<file path="src/design/ilist_pkg.sv">
// ----------------------------------------------------------------------------
// ilist_pkg: shared types for the indexed list
// Action and status codes, controller states and the command and flag
// structs passed between controller and datapath.
// ----------------------------------------------------------------------------
package ilist_pkg;

  localparam int CAPACITY_DEF = 16;

  typedef enum logic [2:0] {
    ACT_APPEND      = 3'd0,
    ACT_REMOVE_LAST = 3'd1,
    ACT_INSERT_AT   = 3'd2,
    ACT_REPLACE_AT  = 3'd3,
    ACT_REMOVE_AT   = 3'd4,
    ACT_READ        = 3'd5
  } action_t;

  typedef enum logic [1:0] {
    STATUS_OK    = 2'd0,
    STATUS_RANGE = 2'd1,
    STATUS_FULL  = 2'd2,
    STATUS_EMPTY = 2'd3
  } status_t;

  typedef enum logic {
    CS_IDLE = 1'b0,
    CS_RESP = 1'b1
  } ctrl_state_t;

  typedef struct packed {
    logic    load;
    logic    use_count;
    logic    wr;
    logic    shift_up;
    logic    shift_down;
    logic    inc;
    logic    dec;
    logic    rd;
    status_t status;
  } dp_cmd_t;

  typedef struct packed {
    logic full;
    logic empty;
    logic in_range;
  } dp_flags_t;

endpackage

</file>
<file path="src/design/ilist_ctrl.sv">
// ----------------------------------------------------------------------------
// ilist_ctrl: request controller
// Decodes the action against the list flags, issues one datapath command
// per accepted item and marks the result cycle.
// ----------------------------------------------------------------------------
module ilist_ctrl (
  input  logic               clk,
  input  logic               rst,
  input  logic               start,
  input  logic [2:0]         action,
  input  ilist_pkg::dp_flags_t flags,
  output ilist_pkg::dp_cmd_t cmd,
  output logic               busy,
  output logic               done
);

  ilist_pkg::ctrl_state_t state, state_next;
  logic accept;

  assign busy   = 1'b0;
  assign accept = start && !busy;

  always_ff @(posedge clk) begin
    if (rst) begin
      state <= ilist_pkg::CS_IDLE;
    end else begin
      state <= state_next;
    end
  end

  always_comb begin
    state_next = accept ? ilist_pkg::CS_RESP : ilist_pkg::CS_IDLE;
    done       = (state == ilist_pkg::CS_RESP);

    cmd            = '0;
    cmd.load       = accept;
    cmd.status     = ilist_pkg::STATUS_OK;
    unique case (ilist_pkg::action_t'(action))
      ilist_pkg::ACT_APPEND: begin
        if (flags.full) begin
          cmd.status = ilist_pkg::STATUS_FULL;
        end else begin
          cmd.wr        = 1'b1;
          cmd.use_count = 1'b1;
          cmd.inc       = 1'b1;
        end
      end
      ilist_pkg::ACT_REMOVE_LAST: begin
        if (flags.empty) begin
          cmd.status = ilist_pkg::STATUS_EMPTY;
        end else begin
          cmd.dec = 1'b1;
        end
      end
      ilist_pkg::ACT_INSERT_AT: begin
        if (!flags.in_range) begin
          cmd.status = ilist_pkg::STATUS_RANGE;
        end else if (flags.full) begin
          cmd.status = ilist_pkg::STATUS_FULL;
        end else begin
          cmd.wr       = 1'b1;
          cmd.shift_up = 1'b1;
          cmd.inc      = 1'b1;
        end
      end
      ilist_pkg::ACT_REPLACE_AT: begin
        if (!flags.in_range) begin
          cmd.status = ilist_pkg::STATUS_RANGE;
        end else begin
          cmd.wr = 1'b1;
        end
      end
      ilist_pkg::ACT_REMOVE_AT: begin
        if (flags.empty) begin
          cmd.status = ilist_pkg::STATUS_EMPTY;
        end else if (!flags.in_range) begin
          cmd.status = ilist_pkg::STATUS_RANGE;
        end else begin
          cmd.shift_down = 1'b1;
          cmd.dec        = 1'b1;
        end
      end
      ilist_pkg::ACT_READ: begin
        if (!flags.in_range) begin
          cmd.status = ilist_pkg::STATUS_RANGE;
        end else begin
          cmd.rd = 1'b1;
        end
      end
      default: begin
        cmd.status = ilist_pkg::STATUS_RANGE;
      end
    endcase
  end

endmodule

</file>
<file path="src/design/ilist_dp.sv">
// ----------------------------------------------------------------------------
// ilist_dp: list datapath
// Row of entry registers that shift up or down, the entry
// count, and the registered result of each item.
// ----------------------------------------------------------------------------
module ilist_dp #(
  parameter int CAPACITY = ilist_pkg::CAPACITY_DEF
) (
  input  logic                          clk,
  input  logic                          rst,
  input  ilist_pkg::dp_cmd_t            cmd,
  input  logic [4:0]                    index,
  input  logic signed [31:0]            value,
  output ilist_pkg::dp_flags_t          flags,
  output logic [$clog2(CAPACITY+1)-1:0] count,
  output logic signed [31:0]            read_data,
  output logic [4:0]                    entry_count,
  output logic [1:0]                    status
);

  localparam int CW = $clog2(CAPACITY + 1);
  localparam int IW = $clog2(CAPACITY);
  localparam int XW = (CW > 5) ? CW : 5;

  logic signed [31:0] entries [CAPACITY];
  logic [CW-1:0]      count_next;
  logic [XW-1:0]      index_x;
  logic [XW-1:0]      count_x;
  logic [CW-1:0]      pos;
  logic [IW-1:0]      rd_addr;

  assign index_x = XW'(index);
  assign count_x = XW'(count);

  assign flags.in_range = (index_x < count_x);
  assign flags.full     = (count == CW'(CAPACITY));
  assign flags.empty    = (count == '0);

  assign pos     = cmd.use_count ? count : CW'(index_x);
  assign rd_addr = pos[IW-1:0];

  always_comb begin
    count_next = count;
    if (cmd.inc) begin
      count_next = count + CW'(1);
    end else if (cmd.dec) begin
      count_next = count - CW'(1);
    end
  end

  always_ff @(posedge clk) begin
    if (rst) begin
      count <= '0;
    end else if (cmd.load) begin
      count <= count_next;
    end
  end

  for (genvar k = 0; k < CAPACITY; k++) begin : g_cell
    logic signed [31:0] below;
    logic signed [31:0] above;

    if (k > 0) begin : g_below
      assign below = entries[k-1];
    end else begin : g_no_below
      assign below = value;
    end

    if (k < CAPACITY - 1) begin : g_above
      assign above = entries[k+1];
    end else begin : g_no_above
      assign above = entries[k];
    end

    always_ff @(posedge clk) begin
      if (cmd.load) begin
        if (cmd.wr && (CW'(k) == pos)) begin
          entries[k] <= value;
        end else if (cmd.shift_up && (CW'(k) > pos)) begin
          entries[k] <= below;
        end else if (cmd.shift_down && (CW'(k) >= pos)) begin
          entries[k] <= above;
        end
      end
    end
  end

  always_ff @(posedge clk) begin
    if (cmd.load) begin
      read_data   <= cmd.rd ? entries[rd_addr] : 32'sd0;
      entry_count <= 5'(count_next);
      status      <= cmd.status;
    end
  end

endmodule

</file>
<file path="src/design/indexed_list_insert_delete.sv">
// ----------------------------------------------------------------------------
// indexed_list_insert_delete: fixed-capacity ordered list of signed words
// Append, remove last, insert at, replace at, remove at and read, one
// request per item, with one result per item.
// ----------------------------------------------------------------------------
// Usage:
//   Drive action, index and value and raise start; the item is taken at a
//   rising edge with start high and busy low. busy stays low, so a new item
//   may be taken every cycle.
//   The result (read_data, entry_count, status) shows on the cycle after
//   the item is taken, marked by done for exactly one cycle. Throughput is
//   one item per cycle: the entry row shifts in the same edge that takes
//   the item.
//   The receiver cannot stall; a result not taken in its done cycle is
//   gone.
//   Rejected requests (status range, full or empty) leave the list as it
//   was and return read_data zero.
//   Reset empties the list at once; entry contents are undefined until
//   written, and no clearing pass is needed.
// ----------------------------------------------------------------------------
module indexed_list_insert_delete #(
  parameter int CAPACITY = ilist_pkg::CAPACITY_DEF
) (
  input  logic               clk,
  input  logic               rst,
  input  logic               start,
  output logic               busy,
  input  logic [2:0]         action,
  input  logic [4:0]         index,
  input  logic signed [31:0] value,
  output logic               done,
  output logic signed [31:0] read_data,
  output logic [4:0]         entry_count,
  output logic [1:0]         status
);

  ilist_pkg::dp_cmd_t            cmd;
  ilist_pkg::dp_flags_t          flags;
  logic [$clog2(CAPACITY+1)-1:0] count;

  ilist_ctrl u_ctrl (
    .clk    (clk),
    .rst    (rst),
    .start  (start),
    .action (action),
    .flags  (flags),
    .cmd    (cmd),
    .busy   (busy),
    .done   (done)
  );

  ilist_dp #(
    .CAPACITY (CAPACITY)
  ) u_dp (
    .clk         (clk),
    .rst         (rst),
    .cmd         (cmd),
    .index       (index),
    .value       (value),
    .flags       (flags),
    .count       (count),
    .read_data   (read_data),
    .entry_count (entry_count),
    .status      (status)
  );

  a_done_follows_accept: assert property (@(posedge clk) disable iff (rst)
    (start && !busy) |=> done)
    else $error("no result after accepted item");

  a_no_spurious_done: assert property (@(posedge clk) disable iff (rst)
    !(start && !busy) |=> !done)
    else $error("result without accepted item");

  a_reject_keeps_count: assert property (@(posedge clk) disable iff (rst)
    (done && (status != ilist_pkg::STATUS_OK)) |-> (count == $past(count)))
    else $error("rejected item changed the count");

  a_data_only_on_ok: assert property (@(posedge clk) disable iff (rst)
    (done && (read_data != 32'sd0)) |-> (status == ilist_pkg::STATUS_OK))
    else $error("read data on rejected item");

  a_count_bounded: assert property (@(posedge clk) disable iff (rst)
    1'b1 |-> (32'(count) <= CAPACITY))
    else $error("count beyond capacity");

endmodule

</file>
<file path="config.mk">
export PLATFORM = sky130hd
export DESIGN_NAME = indexed_list_insert_delete
export DESIGN_NICKNAME = d
export VERILOG_FILES = /design/src/design/ilist_pkg.sv /design/src/design/ilist_ctrl.sv /design/src/design/ilist_dp.sv /design/src/design/indexed_list_insert_delete.sv
export SDC_FILE = /design/constraint.sdc
export NUM_CORES = 1
export LEC_CHECK = 0
export BUFFER_PORTS_ARGS = -buffer_cell sky130_fd_sc_hd__clkbuf_2
export CORE_ASPECT_RATIO = 1.75
export CORE_MARGIN = 3
export CORE_UTILIZATION = 25
export DETAILED_ROUTE_END_ITERATION = 8
export HOLD_SLACK_MARGIN = 0.02
export PLACE_DENSITY = 0.38
export SYNTH_ARGS = -nofsm -noshare
export SYNTH_HDL_FRONTEND = slang
export SYNTH_SLANG_ARGS = --single-unit
</file>
<file path="constraint.sdc">
create_clock -name clk -period 7.9 [get_ports clk]
set_input_delay 1.58 -clock clk [delete_from_list [all_inputs] [get_ports clk]]
set_output_delay 1.58 -clock clk [all_outputs]
set_load 0.005 [all_outputs]
</file>
======== After elaboration in Yosys (flattened, before gate mapping) ========
Memory sizes are Yosys's and may differ from the RTL's. A register that Yosys moved wholly into a read port is not among the register bits.
Index checks and enable logic that the tools add are counted.
storage, ports and cells
  memories kept ........................... 1
  bits in registers ....................... 13
  logic and storage cells ................. 394
  bits in writable memories ............... 512
  output and inout port bits .............. 41
memories
  memory        depth  width  read ports  clocked after memory_dff  write ports  RTL line        source
  u_dp.entries  16     32     17          1                         16           ilist_dp.sv:25  logic signed [31:0] entries [CAPACITY];
cells by class
  order comparisons ....................... 33
  eq/ne operators ......................... 21
  add/sub/neg operators ................... 2
  muxes and demuxes ....................... 248
  bitwise gates (word level) .............. 32
  reductions and logical operators ........ 53
operator list
  kind                                                               number
  two-way mux 32 bit                                                 32
  two-way mux 1 bit                                                  203
  logical AND 1 bit                                                  48
  == test 4 x 5 -> 1 bit (first input constant)                      8
  greater-or-equal comparator 4 x 5 -> 1 bit (first input constant)  8
  > comparator 4 x 5 -> 1 bit (first input constant)                 8
  bitwise OR 1 bit                                                   32
  == test 3 x 5 -> 1 bit (first input constant)                      4
  greater-or-equal comparator 3 x 5 -> 1 bit (first input constant)  4
  > comparator 3 x 5 -> 1 bit (first input constant)                 4
  two-way mux 5 bit                                                  3
  two-way mux 2 bit                                                  6
  == test 2 x 5 -> 1 bit (first input constant)                      2
  greater-or-equal comparator 1 x 5 -> 1 bit (first input constant)  2
  greater-or-equal comparator 2 x 5 -> 1 bit (first input constant)  2
  > comparator 1 x 5 -> 1 bit (first input constant)                 2
  > comparator 2 x 5 -> 1 bit (first input constant)                 2
  zero test 5 bit                                                    2
  case mux 2 bit (5 select lines)                                    1
  == test 3 x 2 -> 1 bit (second input constant)                     2
  == test 3 bit (second input constant)                              2
  adder 5 x 1 -> 5 bit (second input constant)                       1
  == test 1 x 5 -> 1 bit (first input constant)                      1
  == test 5 bit (second input constant)                              1
  8 further kinds                                                    9

======== Longest topological paths before layout ========
  depth after elaboration ................. 12
  gate-level depth with buffers ........... 14

======== By module ========
Synthesis repeated with hierarchy kept, for this count alone.
second synthesis, totals
  cells, all modules ...................... 2878
  area, all modules ....................... 32172.1 um2
modules (own cells, without submodules)
  module      times used  cells each  area an instance (um2)
  ilist_dp    1           2848        31969.4
  ilist_ctrl  1           30          202.7

======== Least setup slack after synthesis ========
Ideal clock, no wire load.
  kind .................................... input port to flip-flop
  from .................................... input port action[1]
  to ...................................... memory u_dp.entries[2][0] (enable)
  stages .................................. 10
  setup slack ............................. 1.862 ns
  arrival ................................. 5.573 ns
  library setup time ...................... 0.466 ns
  path through ............................ buf_2 > or3_1 > buf_2 > nor2_2 > buf_2 > buf_2 > mux2_2 > nor2_1 > a22oi_1 > o21ai_0
RTL lines
  element      RTL line                          source
  from (decl)  indexed_list_insert_delete.sv:28  input logic [2:0] action,
  to (decl)    ilist_dp.sv:25

==> results by group <==
Run status
  – Status: finished clean

Clock network
  – Max clock buf depth: 3
  – Root Buffer: clkbuf_16
  – CTS resizes: 0
  – Cts bufs inserted: 66
  – CTS Sinks: 557
  – CTS tree: yes
  – H-tree depth: 3
  – Post-CTS Hold Fix Bufs: 0
  – Skew-Pair Late Insertion Delay: 670 ps
  – Setup bufs post-CTS: 0
  – Worst-path clk slew: 60 ps

Global routing
  – First-pass GRT wire length: 226600 µm
  – Pin count of the biggest net entering global routing: 66
  – Initial antenna violation count: 3
  – Total GRT Usage: 22.11%
  – Overflow after GRT: 0
  – Vias in the first global route: 28280

Die
  – Core area: 0.1378 mm²
  – Row count: 180
  – DIE AREA: 0.1440 mm²
  – I/O Pins: 84
  – Die height: 499.7 µm
  – Initial Utilization: 25.27%
  – Die W: 288.1 µm

Final layout
  – Fillers: 14400
  – Register area: 0.01667 mm²
  – Multi-input gate area: 0.01704 mm²
  – Fin util: 28.56%
  – Commonest non-fill, non-tap cell in the layout: edfxtp_1
  – Area growth syn-to-layout: 13.03%
  – Most frequent cells in the layout: edfxtp_1, mux2i_1, nand2_1, nor2_1, mux2_2
  – Layout cells sized above 1: 16.41%
  – Final #Nets: 3222
  – Layout Cells excl Fill: 5044
  – Post-route cell area: 0.03936 mm²

Placement
  – Worst slack, placed: 2181 ps
  – Dpl hpwl: 103100 µm
  – Placed cells: 4924
  – I/O Buffers: 82
  – Post-DP Area: 0.03737 mm²
  – GPL Wtd Cong: 0.7914

Timing
  – Clock skew: 26.87 ps
  – Fin. Hold Viols: 0
  – Max Fclk: 0.1814 GHz
  – Hold_ws: 572.6 ps
  – Worst-margin pin slew: 1240 ps
  – Setup slack after layout: 2387 ps
  – Final setup TNS: 0 ps
  – Min Tclk post-route: 5513 ps
  – Setup violators final: 0
  – Max_slew headroom: 17.18%
  – Max Transition Viols Final: 0
  – RSZ-0062 raised after global routing: false
  – Period utilisation layout: 69.79%

Route
  – Routed length on met3: 5276 µm
  – Met2 wire length: 90540 µm
  – Post-Route WL: 162400 µm
  – Routed vias/inst: 5.542
  – WL met1: 59710 µm
  – DR top layer: met4
  – First-iteration detailed-routing DRC count: 2029
  – Drt first pass iters: 8
  – DR WL/cell: 32.20 µm
  – # DRC: 0
  – Remaining antenna violation count: 0
  – Via count: 27960

Yosys
  – Sequential-to-total area share from yosys stat: 47.86%
  – Post-Synthesis Cells: 3269
  – Syn Std Cell Area: 0.03482 mm²
  – Number of synthesized flops with an enable pin: 551
  – #FFs+latches synth: 557
  – Async S/R FF share, synth: 0%
  – Mapped Nets: 3319
  – Synthesized area per cell: 10.65 µm²
  – Distinct cells, synth: 78
  – YS warnings: 0
  – Ys flop type: edfxtp_1

Power
  – LEAKAGE: 13.60 nW
  – Overall Power: 7.119 mW
  – Worst VDD drop: 0.1415 mV
  – Cell Pwr Density: 180.9 mW/mm²

Worst setup path
  – CP Class: reg -> reg
  – Max Fanout on Critical Path: 47
  – CP Launch Type: flop
  – Crit path DAT: 5820 ps
  – Worst Path Required: 8210 ps
  – Crit end category: flop
  – R2R setup slack: 2390 ps

Hold path
  – Min-Delay Path Class: reg -> reg

Flow run
  – Max_cap viols: 0
==> worst max-delay path, stage by stage (launching register included) <==
cell      delay [ps]
dfxtp_4          470
inv_2             80
buf_4            400
ha_1             350
and4bb_4         850
buf_4            500
o21ai_1          190
and2_1           350
nor2_1           190
nand2_1          110
o21ai_4          930
buf_4            530
==> flip-flops by register name, indices dropped and copies added (netlist names) <==
register	flops
u_dp.status	2
u_dp.count	5
u_dp.entry_count	5
u_dp.read_data	32
u_dp.entries	512
u_ctrl.done	1
==> synthesized netlist by cell type, drive strengths merged (2+ instances only) <==
cell type / count / share of area (%)
nand2: 410 / 4.4
o221a: 35 / 1.1
a31oi: 73 / 1.3
nor2: 233 / 2.6
mux2: 134 / 4.6
o211ai: 7 / 0.18
o31ai: 3 / 0.065
nand4: 5 / 0.090
or4: 3 / 0.075
and2: 36 / 0.65
o221ai: 32 / 0.80
mux2i: 420 / 12
or3: 4 / 0.072
a221o: 64 / 1.8
a21oi: 87 / 1.3
or2: 3 / 0.054
and3: 3 / 0.054
a211oi: 5 / 0.12
nor2b: 7 / 0.13
xnor2: 4 / 0.10
dfxtp: 6 / 0.34
o32ai: 2 / 0.072
nand2b: 68 / 1.2
inv: 9 / 0.097
edfxtp: 551 / 48
a211o: 3 / 0.075
ha: 7 / 0.25
a21boi: 34 / 0.77
clkbuf: 213 / 2.3
a311oi: 65 / 1.7
nor3: 76 / 1.3
nor4: 7 / 0.17
a22o: 64 / 1.6
a21o: 66 / 1.4
o31a: 34 / 0.86
o22ai: 65 / 1.2
o2111ai: 2 / 0.050
buf: 144 / 2.3
a22oi: 69 / 1.5
a2111oi: 2 / 0.068
o22a: 32 / 0.80
nand3: 11 / 0.16
o21ai: 155 / 2.2
o21a: 4 / 0.086
==> routing by layer <==
| layer | vias up | global-route usage (%) |
|---|---|---|
| li1 | 12310 | - |
| met1 | 14520 | 23.96 |
| met2 | 820 | 43.28 |
| met3 | 303 | 1.875 |
| met4 | 0 | 9.119 |
| met5 | - | 0 |
==> cell families after synthesis <==
family	count (synthesis)	share of synthesized area, %
buf+inv	367	4.707
flops	557	47.86
simple gates	870	11.07
fa+ha+maj	7	0.2515
compound gates	909	19.28
other cells	1	0.01077
xor+xnor	4	0.1006
mux	554	16.72
==> final cells by class <==
cell class	count	share of cell area (%)
Sequential cell	557	42.35
Clock inverter	31	0.5372
Inverter	10	0.09536
Timing Repair Buffer	192	3.433
Multi-Input combinational cell	2345	43.28
Tap cell	1820	5.785
Antenna cell	1	0.006357
Clock buffer	88	4.514
==> worst paths after layout <==
check	from	end	cells past startpoint
max	u_dp.count[1]$_SDFFE_PP0P_	u_dp.entries[9][18]$_DFFE_PP_	11
min	u_dp.entries[15][24]$_DFFE_PP_	u_dp.entries[14][24]$_DFFE_PP_	2
max reg2reg	u_dp.count[1]$_SDFFE_PP0P_	u_dp.entries[9][18]$_DFFE_PP_	11
min reg2reg	u_dp.entries[15][24]$_DFFE_PP_	u_dp.entries[14][24]$_DFFE_PP_	2
==> power by group <==
| part | switching (mW) | internal [mW] |
|---|---|---|
| combinational | 0.466 | 0.288 |
| sequential | 0.0324 | 3.29 |
| clock | 1.41 | 1.63 |
(Power assumes the default switching activity.)
